File: src/design/bnms_pkg.sv
package bnms_pkg;
    localparam int DEPTH = 64;
    localparam int IDX_W = 6;
    localparam int CNT_W = 7;
    localparam logic [15:0] THR_RESET = 16'd19661;
    localparam int REG_THR = 0;

    typedef struct packed {
        logic [15:0] center_x;
        logic [15:0] center_y;
        logic [15:0] box_width;
        logic [15:0] box_height;
        logic [15:0] confidence;
        logic        final_box;
    } t_in;

    typedef struct packed {
        logic [5:0]  source_index;
        logic [15:0] kept_x;
        logic [15:0] kept_y;
        logic [15:0] kept_width;
        logic [15:0] kept_height;
        logic [15:0] kept_score;
        logic        end_of_list;
        logic        capacity_exceeded;
    } t_out;

    typedef enum logic [3:0] {
        S_LOAD, S_SORT_RD, S_SORT_CMP, S_SORT_WR, S_SUP_I, S_SUP_IA,
        S_SUP_J, S_SUP_JA, S_SUP_M1, S_SUP_M2, S_SUP_CMP, S_EMIT, S_OUT, S_FLUSH
    } t_state;

    // controller to datapath
    typedef struct packed {
        logic       load;        // store the input box
        logic       clr_set;     // clear count, overflow, marks
        logic       sorting;     // rank port reads rank[j-1] instead of rank[i]
        logic       rk_shift;    // rank[j] <= rank[j-1]
        logic       rk_place;    // rank[j] <= i
        logic       ld_a;        // read rank[i] geometry into box a
        logic       ld_b;        // read rank[j] geometry into box b
        logic       mark;        // set suppress mark j
        logic       out_load;    // load output register from box a
        logic       eol;
        logic       op_go;       // advance overlap pipeline
        logic [5:0] i;
        logic [5:0] j;
    } t_cmd;

    // datapath to controller
    typedef struct packed {
        logic [6:0] count;
        logic       less;        // score[rank[j-1]] < score[i]
        logic       supp_i;
        logic       supp_j;
        logic       over;        // overlap test result
    } t_stat;
endpackage

File: src/design/bnms_ctrl.sv
module bnms_ctrl
    import bnms_pkg::*;
(
    input  logic  i_clk,
    input  logic  i_rst_n,
    input  logic  i_in_valid,
    input  logic  i_final,
    output logic  o_in_ready,
    output logic  o_out_valid,
    input  logic  i_out_ready,
    input  t_stat i_stat,
    output t_cmd  o_cmd
);
    t_state r_state, n_state;
    logic [5:0] r_i, n_i;
    logic [6:0] r_j, n_j;         // one bit wider so the scan can reach the count
    logic [6:0] r_n, n_n;
    logic [5:0] r_last, n_last;   // held at its reset value; not updated by the controller
    logic       r_have, n_have;   // a kept box waits in box a
    logic [1:0] r_wait, n_wait;
    logic       r_ov, n_ov;

    always_ff @(posedge i_clk) begin
        if (!i_rst_n) begin
            r_state <= S_LOAD;
            r_i <= '0; r_j <= '0; r_n <= '0; r_last <= '0;
            r_have <= 1'b0; r_wait <= '0; r_ov <= 1'b0;
        end else begin
            r_state <= n_state;
            r_i <= n_i; r_j <= n_j; r_n <= n_n; r_last <= n_last;
            r_have <= n_have; r_wait <= n_wait; r_ov <= n_ov;
        end
    end

    // sort by insertion, then greedy suppression with a three stage overlap test;
    // a kept box is emitted once the next kept box is known, so end of list is exact
    always_comb begin
        n_state = r_state; n_i = r_i; n_j = r_j; n_n = r_n; n_last = r_last;
        n_have = r_have; n_wait = r_wait; n_ov = r_ov;
        o_cmd = '0;
        o_cmd.i = r_i;
        o_cmd.j = r_j[5:0];
        o_in_ready = 1'b0;
        o_out_valid = 1'b0;
        case (r_state)
            S_LOAD: begin
                o_in_ready = 1'b1;
                if (i_in_valid) begin
                    o_cmd.load = 1'b1;
                    if (i_final) begin
                        n_i = '0; n_j = '0;
                        n_state = S_SORT_RD;
                    end
                end
            end
            S_SORT_RD: begin
                o_cmd.sorting = 1'b1;
                n_n = i_stat.count;
                if (r_j == 7'd0) begin
                    o_cmd.rk_place = 1'b1;
                    n_state = S_SORT_WR;
                end else begin
                    n_wait = 2'd0;
                    n_state = S_SORT_CMP;
                end
            end
            S_SORT_CMP: begin
                // wait for the rank read and then the score read to register
                o_cmd.sorting = 1'b1;
                if (r_wait != 2'd2) begin
                    n_wait = r_wait + 2'd1;
                end else if (i_stat.less) begin
                    o_cmd.rk_shift = 1'b1;
                    n_j = r_j - 7'd1;
                    n_state = S_SORT_RD;
                end else begin
                    o_cmd.rk_place = 1'b1;
                    n_state = S_SORT_WR;
                end
            end
            S_SORT_WR: begin
                o_cmd.sorting = 1'b1;
                if (7'(r_i) + 7'd1 >= r_n) begin
                    n_i = '0; n_have = 1'b0;
                    n_state = S_SUP_I;
                end else begin
                    n_i = r_i + 6'd1; n_j = 7'(r_i) + 7'd1;
                    n_state = S_SORT_RD;
                end
            end
            S_SUP_I: begin
                if (i_stat.supp_i) begin
                    if (7'(r_i) + 7'd1 >= r_n) n_state = S_FLUSH;
                    else n_i = r_i + 6'd1;
                end else if (r_have) begin
                    // emit the previous kept box before overwriting box a
                    o_cmd.out_load = 1'b1;
                    n_have = 1'b0;
                    n_state = S_OUT;
                end else begin
                    n_state = S_SUP_IA;
                end
            end
            S_SUP_IA: begin
                // rank[i] now registered
                o_cmd.ld_a = 1'b1;
                n_have = 1'b1;
                n_j = 7'(r_i) + 7'd1;
                n_state = S_SUP_J;
            end
            S_SUP_J: begin
                if (r_j >= r_n) begin
                    if (7'(r_i) + 7'd1 >= r_n) n_state = S_FLUSH;
                    else begin
                        n_i = r_i + 6'd1;
                        n_state = S_SUP_I;
                    end
                end else if (i_stat.supp_j) begin
                    n_j = r_j + 7'd1;
                end else begin
                    n_state = S_SUP_JA;
                end
            end
            S_SUP_JA: begin
                o_cmd.ld_b = 1'b1;
                n_state = S_SUP_M1;
            end
            S_SUP_M1: begin
                o_cmd.op_go = 1'b1;
                n_state = S_SUP_M2;
            end
            S_SUP_M2: begin
                o_cmd.op_go = 1'b1;
                n_state = S_SUP_CMP;
            end
            S_SUP_CMP: begin
                o_cmd.op_go = 1'b1;
                n_state = S_EMIT;
            end
            S_EMIT: begin
                if (i_stat.over) o_cmd.mark = 1'b1;
                n_j = r_j + 7'd1;
                n_state = S_SUP_J;
            end
            S_OUT: begin
                o_out_valid = 1'b1;
                if (i_out_ready) begin
                    if (r_ov) begin
                        o_cmd.clr_set = 1'b1;
                        n_ov = 1'b0;
                        n_state = S_LOAD;
                    end else begin
                        n_state = S_SUP_IA;
                    end
                end
            end
            S_FLUSH: begin
                // last kept box goes out with end of list
                o_cmd.out_load = 1'b1;
                o_cmd.eol = 1'b1;
                n_have = 1'b0;
                n_ov = 1'b1;
                n_state = S_OUT;
            end
            default: n_state = S_LOAD;
        endcase
    end
endmodule

File: config.mk
export PLATFORM = sky130hd
export DESIGN_NAME = bnms_ctrl
export DESIGN_NICKNAME = d
export VERILOG_FILES = /design/src/design/bnms_pkg.sv /design/src/design/bnms_ctrl.sv
export SDC_FILE = /design/constraint.sdc
export NUM_CORES = 1
export LEC_CHECK = 0
export BUFFER_PORTS_ARGS = -buffer_cell sky130_fd_sc_hd__buf_2
export CAP_MARGIN = 20
export CELL_PAD_IN_SITES_DETAIL_PLACEMENT = 0
export CELL_PAD_IN_SITES_GLOBAL_PLACEMENT = 1
export CORE_AREA = 2 2 92 94
export CTS_CLUSTER_SIZE = 8
export DETAILED_ROUTE_END_ITERATION = 8
export DIE_AREA = 0 0 94 96
export PLACE_DENSITY = 0.65
export SLEW_MARGIN = 25
export SYNTH_ARGS = -nofsm -noshare
export SYNTH_HDL_FRONTEND = slang
export SYNTH_SLANG_ARGS = --single-unit
export TNS_END_PERCENT = 1
File: constraint.sdc
create_clock -name i_clk -period 5.2 [get_ports i_clk]
set_input_delay 1.04 -clock i_clk [delete_from_list [all_inputs] [get_ports i_clk]]
set_output_delay 1.04 -clock i_clk [all_outputs]
set_load 0.01 [all_outputs]
; Word level (Yosys, flattened, before mapping)
; Cells that the tools add are included.
[totals]
register_bits = 28
out_inout_bits = 25
[op_classes]
addsub = 5
order_cmp = 2
eq_ne = 30
mux = 61
n_reduce_logical = 16
[ops]
columns = op, count
row1 = 4-bit one-hot mux with 13 select lines, 1
row2 = 7-bit two-way mux, 7
row3 = 7-bit one-hot mux with 6 select lines, 1
row4 = 4-bit two-way mux, 10
row5 = 6-bit two-way mux, 6
row6 = "2-bit != test, second input constant", 15
row7 = "4-bit equality test, second input constant", 6
row8 = 1-bit two-way mux, 24
row9 = 6-bit one-hot mux with 4 select lines, 1
row10 = "4-bit by 3-bit equality test with 1-bit output, second input constant", 4
row11 = 7-bit >= comparator, 2
row12 = "4-bit by 2-bit equality test with 1-bit output, second input constant", 2
row13 = 2-bit two-way mux, 4
row14 = 8-bit AND reduction, 1
row15 = 4-bit nonzero test, 2
row16 = "6-bit by 1-bit adder with 7-bit output, second input constant", 1
row17 = "7-bit by 1-bit adder with 7-bit output, second input constant", 1
row18 = 7-bit zero test, 1
row19 = "7-bit by 1-bit subtractor with 7-bit output, second input constant", 1
row20 = "6-bit by 1-bit adder with 6-bit output, second input constant", 1
row21 = 3-bit two-way mux, 2
row22 = "3-bit != test, second input constant", 2
row23 = 1-bit one-hot mux with 2 select lines, 3
row24 = 3-bit AND reduction, 2
row25 = 12 further kinds, 14

; Depth between registers and ports, before layout
; Gate-level depths: netlist of run 1.
[depth]
depth_word = 5
depth_mapped = 12
ltp_nobuf = 12

; Worst setup path before layout of run 1
; No wires, ideal clock.
[synth_path]
path_type = register -> register
start = reg r_state[3]
end = reg r_j[6]
setup_ns = 0.060
arrival_ns = 2.639
path_slack_ns = 2.501
path_stages_with_launch = 12
n_path_buf = 1
synth_period_minus_slack_ns = 2.699
path_cell_list = dfxtp_1 > buf_2 > nand2b_1 > nor3_2 > a31oi_1 > ha_1 > a211oi_1 > o21bai_1 > a21oi_1 > xor3_1 > nor2_1 > o221a_1
[synth_via]
elab_chain_cells = 3
[synth_lines]
columns = element, line_no
row1 = start: declaration, bnms_ctrl.sv:14  ; t_state r_state, n_state;
row2 = start signal: assignment, bnms_ctrl.sv:29  ; r_state <= n_state;
row3 = 4-bit equality test (tied with other cells), bnms_ctrl.sv:45  ; case (r_state)
row4 = 6-bit nonzero test (no source line) or 2-bit != test (tied branches), -
row5 = 8-bit AND reduction (no source line), -
row6 = end signal: assignment, bnms_ctrl.sv:30  ; r_i <= n_i; r_j <= n_j; r_n <= n_n; r_last <= n_last;
row7 = end: declaration, bnms_ctrl.sv:16  ; logic [6:0] r_j, n_j;
; Several ways; a longest one is shown, not always the timed one.
; A chain may end at the register's enable or synchronous reset.

; Final worst setup path of run 1
[layout_path]
start = reg r_state[1]
end = reg r_j[6]
; The elaborated chain is that of the path after synthesis.

==> flow_summary.toml, run 1 <==
[final_layout]
drive_gt1_share_pct = 16.7
area_growth_pct = 12.3
final_area_um2 = 2670
nets = 374
insertedDiodeCount = 0

[setup_path]
crit_type = "reg -> reg"
r2r_end = "r_j[6]$_SDFFE_PN0P_"
reg2regPathDepth = 10
worstSetupEndpointType = "flip-flop"
rrSetupSlack_ps = 1630
cp_max_fo = 27
start_kind = "flip-flop"
cp.required_ps = 5430
arrival_ps = 3800
r2r_start = "r_state[1]$_SDFFE_PN0P_"

[synth]
async_reset_ff_share_pct = 0
synth_top_area_share_pct = 23.6
synth-xor-area-share_pct = 3.22
yosysWarnings = 0
muxShareOfSynthArea_pct = 0.422
synthAdderAreaFrac_pct = 11.9
yosys.area_share.simple_pct = 25.3
synth_seq_cells = 28
synth_top_family_by_area = "compound AO/OA/AOI/OAI gates"
synth_cells = 310
synthTopCellsByArea = "dfxtp_1 (24%), ha_1 (11%), a21oi_1 (5.5%), nor2_1 (5.1%), nand2_1 (4.4%)"
ys_types = 60
synthMostInstantiatedCell = "nor2_1"
synth_common_cells = "nor2_1 (32), dfxtp_1 (28), nand2_1 (28), a21oi_1 (26), ha_1 (21)"
synth_edf_count = 0
syn-num-nets = 348
netlist_area_um2 = 2370
ys_seq_area_share_pct = 23.6
synthFlopType = "dfxtp_1"
synth_compound_area_share_pct = 27.4
synth_largest_area_cell = "dfxtp_1"
syn_area_per_cell_um2 = 7.66

[timing]
final.min_clock_period_ps = 3570
tightest_slew_ps = 891
setup_ws_ps = 1630
setup_viol = 0
hold_viol = 0
rsz0062_at_grt = "no"
tns_ps = 0
finalCritPeriodShare_pct = 68.6
fin_skew_ps = 2.92
drv_slew = 0
slew_headroom_pct = 40.5
fmax_ghz = 0.280

[grt]
antenna_found_initial = 0
grt_pass1_wl_mm = 11.0
grt_usage_pct = 15.6
grt-ovfl-total = 0
grt_max_degree = 28
grt_pass1_vias = 2074

[floorplanning]
die-width_um = 94
num_rows = 33
coreArea_um2 = 8050
die-area_um2 = 9020
die_h_um = 96
ios = 41
start_util_pct = 29.5

[detailed_routing]
drc = 0
wirelength_mm = 6.79
postRouteAntennaNets = 0
firstDrtPassIters = 4
vias = 2264
drt_iter0_markers = 124
routedWlPerCell_um = 15.4
via_per_inst = 5.15

[clocking]
cts_htree_levels = 1
post_cts_resize_count = 0
postCtsHoldBufs = 0
numCtsBuffers = 3
cts-root-buf = "clkbuf_8"
clkLatencyLatePin_ps = 280
cts_tree = "yes"
cts_sinks = 28
cts_buffer_depth = 2
clkTransAtPathRegs_ps = 110
post-cts-setup-buffers = 0

[power_and_ir_drop]
p_per_area_nw_per_um2 = 395
power_w = 0.00105
irDropWorstVdd_mv = 0.125
leakage_nw = 1.16

[placement]
gp_congestion = 0.843
placed_cell_area_um2 = 2590
pre_cts_ws_ps = 1700
dp_hpwl_mm = 5.17
portBuffers = 40

[job]
drv_cap = 0

[outcome]
status = "completed"

[min_path]
min_path_type = "reg -> reg"
hold_path_end = "r_n[5]$_SDFFE_PN0P_"
holdPathStages = 2
hp-start = "r_n[5]$_SDFFE_PN0P_"
[placed cells by master, fill, tap and decap left out, drive strengths merged, types with 11 or more instances in the layout]
master,instances
ha,21
dfxtp,28
nand2,28
nor2,33
nand2b,11
buf,41
a21oi,28
o21ai,15
nor3,14
inv,19
[cell families (layout without fill, tap and decap cells)]
| logic type | after synthesis | count (layout) |
|---|---|---|
| AO/OA/AOI/OAI | 92 | 92 |
| XOR/XNOR | 7 | 7 |
| adder cells (fa/ha/maj) | 22 | 22 |
| buffers and inverters | 40 | 65 |
| flip-flops | 28 | 28 |
| multiplexers | 1 | 1 |
| AND/OR/NAND/NOR | 120 | 120 |
[how the worst max path moves through the flow]
stage	from	endpoint	slack (ps)	cells past startpoint
2_1_floorplan	r_state[3]$_SDFFE_PN0P_	r_j[6]$_SDFFE_PN0P_	2500	11
5_1_grt	r_state[1]$_SDFFE_PN0P_	r_j[6]$_SDFFE_PN0P_	1350	10
3_3_place_gp	r_state[1]$_SDFFE_PN0P_	r_j[6]$_SDFFE_PN0P_	1810	10
3_5_place_dp	r_state[1]$_SDFFE_PN0P_	r_j[6]$_SDFFE_PN0P_	1700	10
6_report	r_state[1]$_SDFFE_PN0P_	r_j[6]$_SDFFE_PN0P_	1630	10
4_1_cts	r_state[1]$_SDFFE_PN0P_	r_j[6]$_SDFFE_PN0P_	1680	10
[critical path, cell delays in order (launching register included)]
cell      delay, ps
dfxtp_1         920
nand2b_1        340
nor3_2          330
a31oi_1         230
fa_1            530
a211oi_1        350
o21bai_1        120
a21oi_1         170
xor3_1          230
nor2_1           90
o221a_1         180
[where the power goes]
group	leakage, nW	switching, W	internal (W)
sequential	0.228	0.0000652	0.000247
clock	0.0357	0.0000777	0.000103
combinational	0.894	0.000325	0.000233
total	1.16	0.000468	0.000584
[metrics by stage]
stage / util [%] / cells / hold WS, ps
floorplan: - / 310 / 436
global placement: 32.2 / 436 / 449
detailed placement: 32.2 / 436 / 452
CTS: 33.1 / 440 / 469
global route: 33.1 / 440 / 489
finish: 33.1 / 440 / 466
[per-layer routing]
layer  vias to the layer above  GRT usage [%]  part of all wire [%]
met5                         -              0                     0
met4                         0           1.81                  0.46
met3                         2           2.43                   3.8
met2                        55           27.4                    49
met1                      1037           20.7                    47
li1                       1170              -                     -
[state kept, by name, indices dropped and copies added, names as in the netlist]
name and cells:
r_have 1, r_i 6, r_j 7, r_n 7
r_ov 1, r_state 4, r_wait 2
[cell type report]
type	count	area, um2
fillers	902	5390
flip-flops and latches	28	561
clock inverters	1	30.0
clock buffers	3	41.3
inverters	20	75.1
repair buffers	41	208
well taps	105	131
multi-input cells	242	1620
Note: power is estimated with default switching activity, not from simulation.
==> run 2, diff against run 1 <==
ABC_AREA = 1   (was not set)
CORE_AREA = 2 2 94 96   (was 2 2 92 94)
DIE_AREA = 0 0 96 98   (was 0 0 94 96)
PLACE_DENSITY = 0.69   (was 0.65)
clock period = 3.14 ns   (was 5.2 ns; I/O delays follow)
==> run 2 against run 1 <==
Hold slack better by 3.9 ps. Clock power is 67% higher. Sequential power is 39% higher. Synthesized cell count is 27% higher. Cell count is 22% higher. Synthesized area is 2.7% higher. Via count is 8.0% higher. Cell area is 4.2% higher. Global-route usage hardly changed. Setup slack worse by 1200 ps. Combinational power is 4.1% higher. Critical path depth is 3 higher.
==> flow_summary.toml, run 2 <==
[synth]
synth_largest_area_cell = "dfxtp_1"
synthMostInstantiatedCell = "nand2_1"
synth_common_cells = "nand2_1 (103), inv_1 (55), nor2_1 (50), nand3_1 (32), dfxtp_1 (28)"
syn_area_per_cell_um2 = 6.21
async_reset_ff_share_pct = 0
yosysWarnings = 0
synth_seq_cells = 28
ys_seq_area_share_pct = 23.0
synth_cells = 393
synthTopCellsByArea = "dfxtp_1 (23%), nand2_1 (16%), ha_1 (11%), inv_1 (8.5%), nor2_1 (7.7%)"
synth_edf_count = 0
netlist_area_um2 = 2440
syn-num-nets = 431
synthFlopType = "dfxtp_1"
ys_types = 36
synth_top_area_share_pct = 23.0

[detailed_routing]
postRouteAntennaNets = 0
wirelength_mm = 7.01
routedWlPerCell_um = 13.1
drt_iter0_markers = 82
drc = 0
firstDrtPassIters = 4
vias = 2444
via_per_inst = 4.56

[setup_path]
crit_type = "reg -> reg"
start_kind = "flip-flop"
cp_max_fo = 8
worstSetupEndpointType = "flip-flop"
r2r_end = "r_j[1]$_SDFFE_PN0P_"
cp.required_ps = 3370
arrival_ps = 2970
rrSetupSlack_ps = 400
r2r_start = "r_i[0]$_SDFFE_PN0P_"
reg2regPathDepth = 13

[timing]
fmax_ghz = 0.365
drv_slew = 0
hold_viol = 0
setup_viol = 0
slew_headroom_pct = 64.9
tightest_slew_ps = 526
rsz0062_at_grt = "no"
tns_ps = 0
finalCritPeriodShare_pct = 87.2
final.min_clock_period_ps = 2740
fin_skew_ps = 4.33
setup_ws_ps = 401

[clocking]
post_cts_resize_count = 0
cts_tree = "yes"
cts_sinks = 28
postCtsHoldBufs = 0
clkLatencyLatePin_ps = 290
clkTransAtPathRegs_ps = 110
cts-root-buf = "clkbuf_8"
cts_buffer_depth = 2
post-cts-setup-buffers = 0
cts_htree_levels = 1
numCtsBuffers = 3

[outcome]
status = "completed"

[min_path]
min_path_type = "reg -> reg"
hp-start = "r_ov$_SDFFE_PN0P_"
holdPathStages = 2
hold_path_end = "r_ov$_SDFFE_PN0P_"

[grt]
grt_pass1_vias = 2446
grt_pass1_wl_mm = 11.7
antenna_found_initial = 0
grt-ovfl-total = 0
grt_usage_pct = 15.6
grt_max_degree = 17

[final_layout]
mostFrequentLayoutCell = "nand2_1"
drive_gt1_share_pct = 16.8
insertedDiodeCount = 0
final_cell_mix = "nand2_1 (103), inv_1 (55), nor2_1 (50)"
fillers = 956
nets = 467
final_area_um2 = 2780
final_util_pct = 32.8
area_growth_pct = 13.9
reg.largest.list = "r_j (7), r_n (7), r_i (6)"

[placement]
portBuffers = 40
placed_cell_area_um2 = 2710
dp_hpwl_mm = 5.75
gp_congestion = 0.870
pre_cts_ws_ps = 445

[floorplanning]
die_h_um = 98
ios = 41
num_rows = 34
die-area_um2 = 9410
coreArea_um2 = 8470
start_util_pct = 28.8
die-width_um = 96

[power_and_ir_drop]
power_w = 0.00132
irDropWorstVdd_mv = 0.154
leakage_nw = 1.45
p_per_area_nw_per_um2 = 475

[job]
drv_cap = 0
-- run 2: cell types whose count changed after synthesis, sizes merged, moves of 10 or more --
cell,change
a211oi,-10
inv,+40
nand2,+85
nand2b,-11
nand3,+23
nor2,+24
-- run 2: how the worst max path moves through the flow --
stage               slack [ps]             endpoint  depth (start not counted)                start
detailed placement         450  r_j[1]$_SDFFE_PN0P_                         13  r_i[0]$_SDFFE_PN0P_
floorplan                  730  r_j[1]$_SDFFE_PN0P_                         13  r_i[0]$_SDFFE_PN0P_
CTS                        420  r_j[1]$_SDFFE_PN0P_                         13  r_i[0]$_SDFFE_PN0P_
finish                     400  r_j[1]$_SDFFE_PN0P_                         13  r_i[0]$_SDFFE_PN0P_
global route                20  r_j[3]$_SDFFE_PN0P_                         14  r_i[0]$_SDFFE_PN0P_
global placement           540  r_j[1]$_SDFFE_PN0P_                         14  r_i[0]$_SDFFE_PN0P_
-- run 2: layout make-up --
type	count	area [um2]	area share [%]
clock buffers	3	41.3	1.49
clock inverters	1	30.0	1.08
inverters	60	225	8.11
multi-input cells	294	1570	56.5
flip-flops and latches	28	561	20.2
well taps	108	135	4.86
repair buffers	42	215	7.75
-- run 2: critical path: stages, from the launching register on --
cell and delay, ps:
dfxtp_1 430, ha_1 220, nand3_1 120, nor3b_1 300
ha_1 300, nand2_1 80, inv_1 60, a21oi_2 170
nand3_1 210, nand2_1 310, nand4_2 210, clkinv_1 140
nor2_1 50, nor2_1 80
-- run 2: through the flow --
step / hold slack, ps / instances
2_1_floorplan: 439 / 393
3_3_place_gp: 448 / 532
3_5_place_dp: 457 / 532
4_1_cts: 473 / 536
5_1_grt: 503 / 536
6_report: 469 / 536
-- run 2: routing by layer --
layer  vias to the layer above  share of wire [%]  GRT usage, %
li1                       1319                  -             -
met1                      1078                 49          20.8
met2                        40                 47          27.0
met3                         7                2.9          1.39
met4                         0                1.2          3.08
met5                         -                  0             0
-- run 2: logic make-up (layout without fill, tap and decap cells) --
family                   after synthesis  count (layout)  synth area share (%)
AND/OR/NAND/NOR                      220             220                  40.8
flip-flops                            28              28                  23.0
AO/OA/AOI/OAI                         47              47                  10.2
buffers and inverters                 71             106                  12.6
XOR/XNOR                               5               5                  1.80
adder cells (fa/ha/maj)               22              22                  11.6
-- run 2: report_power, final --
part           leakage [nW]  internal, W  switching [W]
clock network        0.0357     0.000171       0.000132
logic                  1.18     0.000213       0.000369
registers             0.228     0.000391      0.0000441
==> run 3, diff against run 2 <==
ABC_AREA = not set   (was 1)
CORE_AREA = 2 2 92 94   (was 2 2 94 96)
DIE_AREA = 0 0 94 96   (was 0 0 96 98)
PLACE_DENSITY = 0.67   (was 0.69)
==> run 3 against run 2 <==
Utilization increased by 1.2 points. Cell area decreased by 1.4%. Sequential power increased by 11%. Cell count decreased by 16%. Largest power group unchanged. Highest routed layer unchanged.
==> flow_summary.toml, run 3 (synthesis results as in run 1) <==
[final_layout]
area_growth_pct = 15.4
drive_gt1_share_pct = 19.6
nets = 386
final_cell_mix = "buf_2 (40), nor2_1 (32), nand2_1 (28), dfxtp_1 (28), a21oi_1 (26)"
reg.largest.list = "r_j (7), r_n (7), r_i (6)"
instances_no_fill = 452
multiInputGateArea_um2 = 1620
insertedDiodeCount = 0
final_area_um2 = 2740
mostFrequentLayoutCell = "buf_2"
ff_latch_area_um2 = 561
fillers = 893

[grt]
grt-ovfl-total = 0
antenna_found_initial = 0
grt_usage_pct = 15.7
grt_pass1_vias = 2165
grt_pass1_wl_mm = 11.1
grt_max_degree = 27

[min_path]
min_path_type = "reg -> reg"

[clocking]
postCtsHoldBufs = 0
cts_buffer_depth = 2
numCtsBuffers = 3
cts_tree = "yes"
post-cts-setup-buffers = 0
cts_sinks = 28
cts-root-buf = "clkbuf_8"
post_cts_resize_count = 0
clkTransAtPathRegs_ps = 100
clkLatencyLatePin_ps = 280
cts_htree_levels = 1

[floorplanning]
die-width_um = 94
die-area_um2 = 9020
die_h_um = 96
start_util_pct = 29.5
ios = 41
num_rows = 33
coreArea_um2 = 8050

[placement]
placed_cells = 448
pre_cts_ws_ps = 394
dp_hpwl_mm = 5.57
gp_congestion = 0.910
placed_cell_area_um2 = 2690
portBuffers = 40

[setup_path]
cp.required_ps = 3330
arrival_ps = 2970
worstSetupEndpointType = "flip-flop"
crit_type = "reg -> reg"
cp_max_fo = 7
start_kind = "flip-flop"

[detailed_routing]
wirelength_mm = 7.05
vias = 2372
firstDrtPassIters = 4
drt_iter0_markers = 103
postRouteAntennaNets = 0
drc = 0
routedWlPerCell_um = 15.6
via_per_inst = 5.25

[timing]
fmax_ghz = 0.361
slew_headroom_pct = 55.9
tightest_slew_ps = 659
fin_skew_ps = 7.13
setup_viol = 0
finalCritPeriodShare_pct = 88.3
hold_viol = 0
whs_ps = 463
tns_ps = 0
setup_ws_ps = 366
rsz0062_at_grt = "no"
final.min_clock_period_ps = 2770
drv_slew = 0

[power_and_ir_drop]
leakage_nw = 1.21
irDropWorstVdd_mv = 0.226
p_per_area_nw_per_um2 = 624

[job]
drv_cap = 0

[outcome]
status = "completed"
## run 3: changes by cell type in the layout (fill, tap and decap cells not counted), sizes merged, moves of 10 or more
cell	before	now
a211oi	0	10
nand2	113	28
nor2	57	33
nand3	33	10
nand2b	0	11
inv	59	19
buf	42	53
## run 3: area by class of cell
cell class	instances	area share [%]
Multi-Input combinational cell	242	59.1
Sequential cell	28	20.5
Timing Repair Buffer	53	10.9
Tap cell	105	4.79
Inverter	20	2.74
Clock buffer	4	2.01
## run 3: per-stage QoR
stage | utilization [%] | total power [W]
after floorplan | - | 0.00124
after global placement | 33.3 | 0.00148
after detailed placement | 33.3 | 0.00149
after CTS | 34.0 | 0.00173
after global routing | 34.0 | 0.00187
final | 34.0 | 0.00171
## run 3: worst max-delay path, cell delays in order, from the launching register on
cell and delay [ps]:
dfxtp_1 440, and3_1 210, and3_1 180, nand2b_1 120, and2_1 150, inv_1 50, ha_1 280, nand4_1 100
nor2_1 140, a21oi_1 140, a41o_1 290, or3b_1 400, a41oi_1 200
## run 3: per-layer routing
metal	track usage (%)	vias to the layer above	share of wire, %
li1	-	1193	-
met1	20.4	1106	45
met2	27.4	62	48
met3	1.96	11	5.7
met4	4.23	0	1.5
met5	0	-	0
## run 3: final timing paths
path	startpoint	endpoint	slack [ps]	depth (start not counted)
setup reg to reg	r_i[2]$_SDFFE_PN0P_	r_state[0]$_SDFFE_PN0P_	370	12
setup / recovery	r_i[2]$_SDFFE_PN0P_	r_state[0]$_SDFFE_PN0P_	370	12
hold reg to reg	r_n[3]$_SDFFE_PN0P_	r_n[3]$_SDFFE_PN0P_	460	2
hold / removal	r_n[3]$_SDFFE_PN0P_	r_n[3]$_SDFFE_PN0P_	460	2
## run 3: power breakdown
group          switching (W)  internal (W)
logic               0.000588      0.000411
clock network       0.000118      0.000112
registers          0.0000714      0.000410
total               0.000777      0.000933
